### src/rtl/stable_priority_queue_macros.svh
// Assertion macros for the stable priority queue RTL.
`ifndef STABLE_PRIORITY_QUEUE_MACROS_SVH
`define STABLE_PRIORITY_QUEUE_MACROS_SVH
`ifndef SYNTH
`define SPQ_ASSERT(lbl, prop) \
  lbl: assert property (@(posedge clk) disable iff (!rst_n) (prop)) \
    else $error("stable_priority_queue: assertion failed");
`define SPQ_ASSERT_NEXT(lbl, ante, cons) \
  lbl: assert property (@(posedge clk) disable iff (!rst_n) (ante) |=> (cons)) \
    else $error("stable_priority_queue: assertion failed");
`else
`define SPQ_ASSERT(lbl, prop)
`define SPQ_ASSERT_NEXT(lbl, ante, cons)
`endif
`endif

### src/rtl/spq_pkg.sv
// Types, sizes and codes of the stable priority queue.
package spq_pkg;

  localparam int DEPTH     = 16;
  localparam int PRIO_BITS = 3;
  localparam int CNT_W     = $clog2(DEPTH + 1);

  typedef logic [1:0]           req_t;
  typedef logic [1:0]           status_t;
  typedef logic [3:0]           handle_t;
  typedef logic [7:0]           addr_t;
  typedef logic [15:0]          size_t;
  typedef logic [PRIO_BITS-1:0] prio_t;
  typedef logic [CNT_W-1:0]     count_t;

  localparam req_t REQ_INSERT = 2'd0;
  localparam req_t REQ_REMOVE = 2'd1;
  localparam req_t REQ_PEEK   = 2'd2;

  localparam status_t ST_OK        = 2'd0;
  localparam status_t ST_FULL      = 2'd1;
  localparam status_t ST_NOT_FOUND = 2'd2;
  localparam status_t ST_DUPLICATE = 2'd3;

  typedef struct packed {
    handle_t handle;
    addr_t   addr;
    size_t   size;
    prio_t   prio;
  } entry_t;

  // Controller to datapath commands.
  typedef struct packed {
    logic load;  // capture the incoming item
    logic exec;  // update the cell row and the result register
  } spq_cmd_t;

endpackage

### src/rtl/spq_ctrl.sv
// Sequencer of the stable priority queue: accept, execute, present result.
module spq_ctrl (
  input  logic              clk,
  input  logic              rst_n,
  input  logic              in_valid,
  output logic              in_ready,
  output logic              out_valid,
  input  logic              out_ready,
  output spq_pkg::spq_cmd_t cmd
);

  localparam logic [1:0] S_IDLE = 2'd0;
  localparam logic [1:0] S_EXEC = 2'd1;
  localparam logic [1:0] S_RESP = 2'd2;

  logic [1:0] state_r;
  logic [1:0] state_nxt;
  logic       accept;

  assign in_ready  = (state_r == S_IDLE) || ((state_r == S_RESP) && out_ready);
  assign out_valid = (state_r == S_RESP);
  assign accept    = in_valid && in_ready;

  assign cmd.load = accept;
  assign cmd.exec = (state_r == S_EXEC);

  always_comb begin
    state_nxt = state_r;
    unique case (state_r)
      S_IDLE: begin
        if (accept) state_nxt = S_EXEC;
      end
      S_EXEC: begin
        state_nxt = S_RESP;
      end
      S_RESP: begin
        if (out_ready) state_nxt = accept ? S_EXEC : S_IDLE;
      end
      default: begin
        state_nxt = S_IDLE;
      end
    endcase
  end

  always_ff @(posedge clk) begin
    if (!rst_n) begin
      state_r <= S_IDLE;
    end else begin
      state_r <= state_nxt;
    end
  end

endmodule

### src/rtl/spq_dp.sv
// Cell row, request register and result register of the stable priority queue.
`include "stable_priority_queue_macros.svh"
module spq_dp (
  input  logic                 clk,
  input  logic                 rst_n,
  input  spq_pkg::spq_cmd_t    cmd,
  input  logic [1:0]           in_req_type,
  input  logic [3:0]           in_handle,
  input  logic [7:0]           in_entry_addr,
  input  logic [15:0]          in_entry_size,
  input  logic [2:0]           in_entry_priority,
  output logic [1:0]           out_status,
  output logic                 out_head_valid,
  output logic [3:0]           out_head_handle,
  output logic [7:0]           out_head_addr,
  output logic [15:0]          out_head_size,
  output logic [2:0]           out_head_priority,
  output logic [spq_pkg::CNT_W-1:0] out_occupancy
);

  localparam int D = spq_pkg::DEPTH;

  // Request register
  spq_pkg::req_t    req_r;
  spq_pkg::entry_t  new_r;

  // Cell row and fill count
  spq_pkg::entry_t  cell_r   [D];
  spq_pkg::entry_t  cell_nxt [D];
  spq_pkg::count_t  count_r;
  spq_pkg::count_t  count_nxt;
  spq_pkg::status_t status_nxt;

  // Result register
  spq_pkg::status_t status_r;
  logic             head_valid_r;
  spq_pkg::entry_t  head_r;
  spq_pkg::count_t  occ_r;

  logic [D-1:0] occ;
  logic [D-1:0] match;
  logic [D-1:0] ins_at;
  logic [D-1:0] rm_after;
  logic         found;
  logic         full;
  logic         insert_ok;

  always_ff @(posedge clk) begin
    if (cmd.load) begin
      req_r       <= in_req_type;
      new_r       <= '{handle: in_handle, addr: in_entry_addr, size: in_entry_size,
                       prio: spq_pkg::prio_t'(in_entry_priority)};
    end
  end

  // Per-cell compares against the held request
  always_comb begin
    for (int i = 0; i < D; i++) begin
      occ[i]    = spq_pkg::count_t'(i) < count_r;
      match[i]  = occ[i] && (cell_r[i].handle == new_r.handle);
      // sorted row: free cells and lower-priority cells form a suffix
      ins_at[i] = !occ[i] || (cell_r[i].prio < new_r.prio);
      rm_after[i] = |(match & ({D{1'b1}} >> (D - 1 - i)));
    end
  end

  assign found = |match;
  assign full  = (count_r == spq_pkg::count_t'(D));

  // An insert that lands in the row this cycle
  assign insert_ok = cmd.exec && (req_r == spq_pkg::REQ_INSERT) && !found && !full;

  always_comb begin
    for (int i = 0; i < D; i++) cell_nxt[i] = cell_r[i];
    count_nxt  = count_r;
    status_nxt = spq_pkg::ST_OK;
    case (req_r)
      spq_pkg::REQ_INSERT: begin
        if (found) begin
          status_nxt = spq_pkg::ST_DUPLICATE;
        end else if (full) begin
          status_nxt = spq_pkg::ST_FULL;
        end else begin
          count_nxt = count_r + spq_pkg::count_t'(1);
          if (ins_at[0]) cell_nxt[0] = new_r;
          for (int i = 1; i < D; i++) begin
            if (ins_at[i]) cell_nxt[i] = ins_at[i-1] ? cell_r[i-1] : new_r;
          end
        end
      end
      spq_pkg::REQ_REMOVE: begin
        if (!found) begin
          status_nxt = spq_pkg::ST_NOT_FOUND;
        end else begin
          count_nxt = count_r - spq_pkg::count_t'(1);
          for (int i = 0; i < D - 1; i++) begin
            if (rm_after[i]) cell_nxt[i] = cell_r[i+1];
          end
        end
      end
      default: begin
        status_nxt = spq_pkg::ST_OK;
      end
    endcase
  end

  always_ff @(posedge clk) begin
    if (cmd.exec) begin
      for (int i = 0; i < D; i++) cell_r[i] <= cell_nxt[i];
      status_r     <= status_nxt;
      head_valid_r <= (count_nxt != '0);
      head_r       <= (count_nxt != '0) ? cell_nxt[0] : '0;
      occ_r        <= count_nxt;
    end
  end

  always_ff @(posedge clk) begin
    if (!rst_n) begin
      count_r <= '0;
    end else if (cmd.exec) begin
      count_r <= count_nxt;
    end
  end

  assign out_status        = status_r;
  assign out_head_valid    = head_valid_r;
  assign out_head_handle   = head_r.handle;
  assign out_head_addr     = head_r.addr;
  assign out_head_size     = head_r.size;
  assign out_head_priority = 3'(head_r.prio);
  assign out_occupancy     = occ_r;

  `SPQ_ASSERT(a_count_bound, count_r <= spq_pkg::count_t'(D))
  `SPQ_ASSERT_NEXT(a_count_hold, !cmd.exec, $stable(count_r))
  `SPQ_ASSERT_NEXT(a_insert_grows, insert_ok, count_r == $past(count_r) + spq_pkg::count_t'(1))

endmodule

### src/rtl/stable_priority_queue.sv
// Top level of the stable priority queue: controller plus cell-row datapath.
//
//   channel | ports                                   | direction | handshake
//   --------+-----------------------------------------+-----------+----------------------
//   request | in_req_type, in_handle, in_entry_*      | in        | in_valid / in_ready
//   result  | out_status, out_head_*, out_occupancy   | out       | out_valid / out_ready
//
// Sequence: an item is captured when it is accepted, then the cell row compares and
//   shifts in the execute state; the next item is taken in the cycle its predecessor's
//   result leaves, so a new item is not taken before the last result is taken.
// Reset: rst_n (synchronous, active low) empties the queue; no clearing pass is run.
// Stalls: while out_ready is low the result holds and no new item is taken.
module stable_priority_queue (
  input  logic        clk,
  input  logic        rst_n,
  // request channel
  input  logic        in_valid,
  output logic        in_ready,
  input  logic [1:0]  in_req_type,
  input  logic [3:0]  in_handle,
  input  logic [7:0]  in_entry_addr,
  input  logic [15:0] in_entry_size,
  input  logic [2:0]  in_entry_priority,
  // result channel
  output logic        out_valid,
  input  logic        out_ready,
  output logic [1:0]  out_status,
  output logic        out_head_valid,
  output logic [3:0]  out_head_handle,
  output logic [7:0]  out_head_addr,
  output logic [15:0] out_head_size,
  output logic [2:0]  out_head_priority,
  output logic [spq_pkg::CNT_W-1:0] out_occupancy
);

  // Commands from the sequencer to the datapath
  spq_pkg::spq_cmd_t cmd;

  // Sequence each item: capture, execute, hold result until taken
  spq_ctrl u_ctrl (
    .clk       (clk),
    .rst_n     (rst_n),
    .in_valid  (in_valid),
    .in_ready  (in_ready),
    .out_valid (out_valid),
    .out_ready (out_ready),
    .cmd       (cmd)
  );

  // Hold entries sorted by priority, oldest first among equals; shift on
  // insert and remove, and register the head after each item
  spq_dp u_dp (
    .clk               (clk),
    .rst_n             (rst_n),
    .cmd               (cmd),
    .in_req_type       (in_req_type),
    .in_handle         (in_handle),
    .in_entry_addr     (in_entry_addr),
    .in_entry_size     (in_entry_size),
    .in_entry_priority (in_entry_priority),
    .out_status        (out_status),
    .out_head_valid    (out_head_valid),
    .out_head_handle   (out_head_handle),
    .out_head_addr     (out_head_addr),
    .out_head_size     (out_head_size),
    .out_head_priority (out_head_priority),
    .out_occupancy     (out_occupancy)
  );

endmodule
### config.mk
export PLATFORM = sky130hd
export DESIGN_NAME = stable_priority_queue
export DESIGN_NICKNAME = d
export VERILOG_FILES = /design/src/rtl/spq_pkg.sv /design/src/rtl/spq_ctrl.sv /design/src/rtl/spq_dp.sv /design/src/rtl/stable_priority_queue.sv
export VERILOG_INCLUDE_DIRS = /design/src /design/src/rtl
export SDC_FILE = /design/constraint.sdc
export NUM_CORES = 1
export LEC_CHECK = 0
export BUFFER_PORTS_ARGS = -buffer_cell sky130_fd_sc_hd__buf_2
export CAP_MARGIN = 20
export CORE_UTILIZATION = 45
export CTS_BUF_LIST = sky130_fd_sc_hd__clkbuf_8 sky130_fd_sc_hd__clkbuf_16
export CTS_CLUSTER_DIAMETER = 80
export DETAILED_ROUTE_END_ITERATION = 8
export GPL_TIMING_DRIVEN = 0
export PLACE_DENSITY_LB_ADDON = 0.15
export SLEW_MARGIN = 15
export SYNTH_ARGS = -nofsm -noshare
export SYNTH_HDL_FRONTEND = slang
export SYNTH_HIERARCHICAL = 1
export SYNTH_SLANG_ARGS = --single-unit
### constraint.sdc
create_clock -name clk -period 8.34 [get_ports clk]
set_input_delay 0.834 -clock clk [delete_from_list [all_inputs] [get_ports clk]]
set_output_delay 0.834 -clock clk [all_outputs]
set_load 0.01 [all_outputs]
==> results.md <==
- Min Tclk post-route: 5530 ps
- Placed instance count: 3652
- WP data required: 8680 ps
- Starting density of the core: 45.9%
- Synth Register Bits: 575
- Synth warn: 6
- Leak: 11.8 nW
- DRT Pass-1 Iters: 6
- CP Launch Type: flop
- Layout area overhead: 14.9%
- Max Cap Viol: 0
- Worst-Margin Slew: 1360 ps
- Max Used Layer: met5
- Worst vdd ir: 0.140 mV
- WL met1: 48800 um
- Placer Congestion: 0.985
- Detail Route Antenna Nets: 0
- Final Instance Area: 0.0349 mm^2
- Placed instance area: 0.0327 mm^2
- Crit path arrival time: 5860 ps
- RSZ-0062 raised after global routing: false
- Clk_skew: 25.0 ps
- Min Hold Slack: 374 ps
- # hold bufs at CTS: 0
- Total number of vias: 25100
- Final cell count without fillers: 3781
- DR WL met3: 15600 um
- WS Path Type: flop to flop
- Drt drc: 0
- Largest net degree at the start of global routing: 72
- Die area: 0.0685 mm^2
- Relative slew slack: 9.16%
- Routed WL per cell: 33.9 um
- Final Slew Violations: 0
- First-pass GRT wire length: 178000 um
- Setup crit end kind: flop
- Post-CTS sizing: 0
- Period utilization: 66.3%
- Starting DRT DRC Count: 3864
- Total CTS buffers: 68
- Core area: 0.0662 mm^2
- Fraction of registers with async set/reset: 0%
- CTS tree: done
- Register area share after synthesis: 56.6%
- Die X: 262 um
- HP Class: input port to flop
- Status: finished clean
- P per Cell Area: 209 mW/mm^2
- Chip Height: 262 um
- GRT Total Usage: 37.3%
- Htree depth: 3
- Syn_nets: 2733
- Post-CTS setup buffers: 0
- Total power: 7.29 mW
- Post-synth cell types: 68
- HPWL Detailed: 93300 um
- Fmax: 181 MHz
- Vias in the first global route: 24300
- Worst Setup Slack, final: 2810 ps
- Clock Sinks: 575
- IO Count: 78
- CP Max Fanout: 10
- Final wirelength: 128000 um
- Drt via density: 6.63
- Hold Vio Cnt, Final: 0
- Setup tns final: 0 ps
- GRT Residual Overflow: 0
- Antenna violations before repair: 3
- Post-Syn Area: 0.0304 mm^2
- Endpoints failing setup: 0
- Final Util: 52.7%
- Predominant post-synthesis flop cell: edfxtp_1
- Number of synthesized flops with an enable pin: 568
- Worst-case clock buffer depth: 3
- Cells after synthesis: 2660
- Worst slack, placed: 2940 ps
- Clock Pin Slew Worst Setup and Hold Paths: 60 ps
- Met2 WL: 55300 um
- Syn_area_per_cell: 11.4 um^2
- Buffers on Ports: 77
- Clock root buffer: clkbuf_16
- # nets final: 2936
- Core Rows: 94
- Clk_lat worst skew: 640 ps
- Share of post-route cells with drive strength above 1: 11.7%
cells by family after synthesis:
family	after synthesis	synth area share (%)
AO/OA/AOI/OAI	664	12.3
adder cells (fa/ha/maj)	36	1.48
flip-flops	575	56.6
XOR/XNOR	69	1.99
multiplexers	466	15.5
buffers and inverters	240	3.33
AND/OR/NAND/NOR	610	8.75
cells in the mapped netlist (all sizes together) (2+ instances only):
cell / count / share of area [%]
nor4: 4 / 0.082
xor2: 31 / 0.89
a221oi: 3 / 0.087
xnor2: 38 / 1.1
nor3b: 30 / 0.74
o21ai: 471 / 7.8
and3b: 2 / 0.070
o21a: 4 / 0.099
mux2i: 433 / 14
nor2b: 7 / 0.17
and3: 4 / 0.099
and4: 3 / 0.095
and2: 4 / 0.082
clkbuf: 194 / 2.4
a21boi: 31 / 0.77
ha: 36 / 1.5
nand4: 8 / 0.19
a32o: 2 / 0.066
a22oi: 31 / 0.77
dfxtp: 7 / 0.46
nand2b: 19 / 0.39
or3: 2 / 0.041
a211oi: 8 / 0.21
a21oi: 57 / 0.95
a2111oi: 2 / 0.078
nand2: 460 / 5.7
a2bb2oi: 27 / 0.78
o211a: 2 / 0.066
nor3: 11 / 0.21
edfxtp: 568 / 56
inv: 9 / 0.11
buf: 37 / 0.82
a31oi: 2 / 0.041
nand3: 6 / 0.12
a21o: 14 / 0.35
or2: 3 / 0.062
nor2: 43 / 0.54
o22ai: 3 / 0.062
mux2: 33 / 1.2
metal layers:
metal	vias up	GRT usage, %
met5	-	0
li1	10200	-
met2	1870	55.7
met4	2	21.1
met1	12600	49.2
met3	409	9.52
final cells by class:
cell class                      count  area (um^2)
Buffer                            231          997
Clock buffer                       71         1780
Tap cell                          864         1080
Timing Repair Buffer              133         1100
Fill cell                        5921        31300
Sequential cell                   575        17200
Multi-Input combinational cell   1845        12300
Clock inverter                     50          398
Antenna cell                        3         7.51
Inverter                            9         33.8
placed cells by master (no fill, tap or decap), types with 11 or more instances in the layout:
master and instances:
edfxtp_1 568, nand2_1 460, o21ai_0 444, mux2i_1 433
clkbuf_1 178, buf_2 93, clkbuf_16 71, a21oi_1 56
nor2_1 38, xnor2_1 38, ha_1 36, mux2_2 32
xor2_1 31, a22oi_1 31, a21boi_1 30, nor3b_1 29
buf_6 29, a2bb2oi_1 27, o21ai_1 27, buf_4 21
inv_1 19, nand2b_1 19, clkinv_1 18, buf_8 18
clkbuf_2 16, a21o_1 14, clkinv_2 11
critical path: stages (launching register included):
cell and delay [ps]:
dfxtp_1 310, buf_2 200, buf_1 590, nor2_1 330, o22ai_1 320, nor3_2 140, a41oi_2 570, a31o_2 230
nand2_1 290, clkbuf_1 390, buf_8 250, nor3_2 720, buf_4 340, buf_4 200, buf_4 190, buf_6 160
path summary, 6_finish.rpt:
check / from / slack (ps) / cells after the start / end
setup reg to reg: u_dp/count_r[4] / 2810 / 15 / u_dp/cell_r[1][77]
setup / recovery: u_dp/count_r[4] / 2810 / 15 / u_dp/cell_r[1][77]
hold / removal: in_entry_size[6] / 370 / 1 / u_dp/new_r[9]
hold reg to reg: u_ctrl/state_r[0] / 530 / 1 / u_ctrl/state_r[0]
flip-flops by register name, summed over array words and instances, names as in the netlist:
name	flops
u_ctrl/state_r	2
u_dp/out_head_handle	4
u_dp/out_status	2
u_dp/out_head_size	16
u_dp/out_head_addr	8
u_dp/out_occupancy	5
u_dp/cell_r	496
u_dp/new_r	31
u_dp/out_head_priority	3
u_dp/req_r	2
u_dp/count_r	5
u_dp/out_head_valid	1
where the power goes:
part | internal, mW | switching, mW
clock network | 1.73 | 1.27
registers | 3.30 | 0.0839
logic | 0.279 | 0.634
Note: power is estimated with default switching activity, not from simulation.
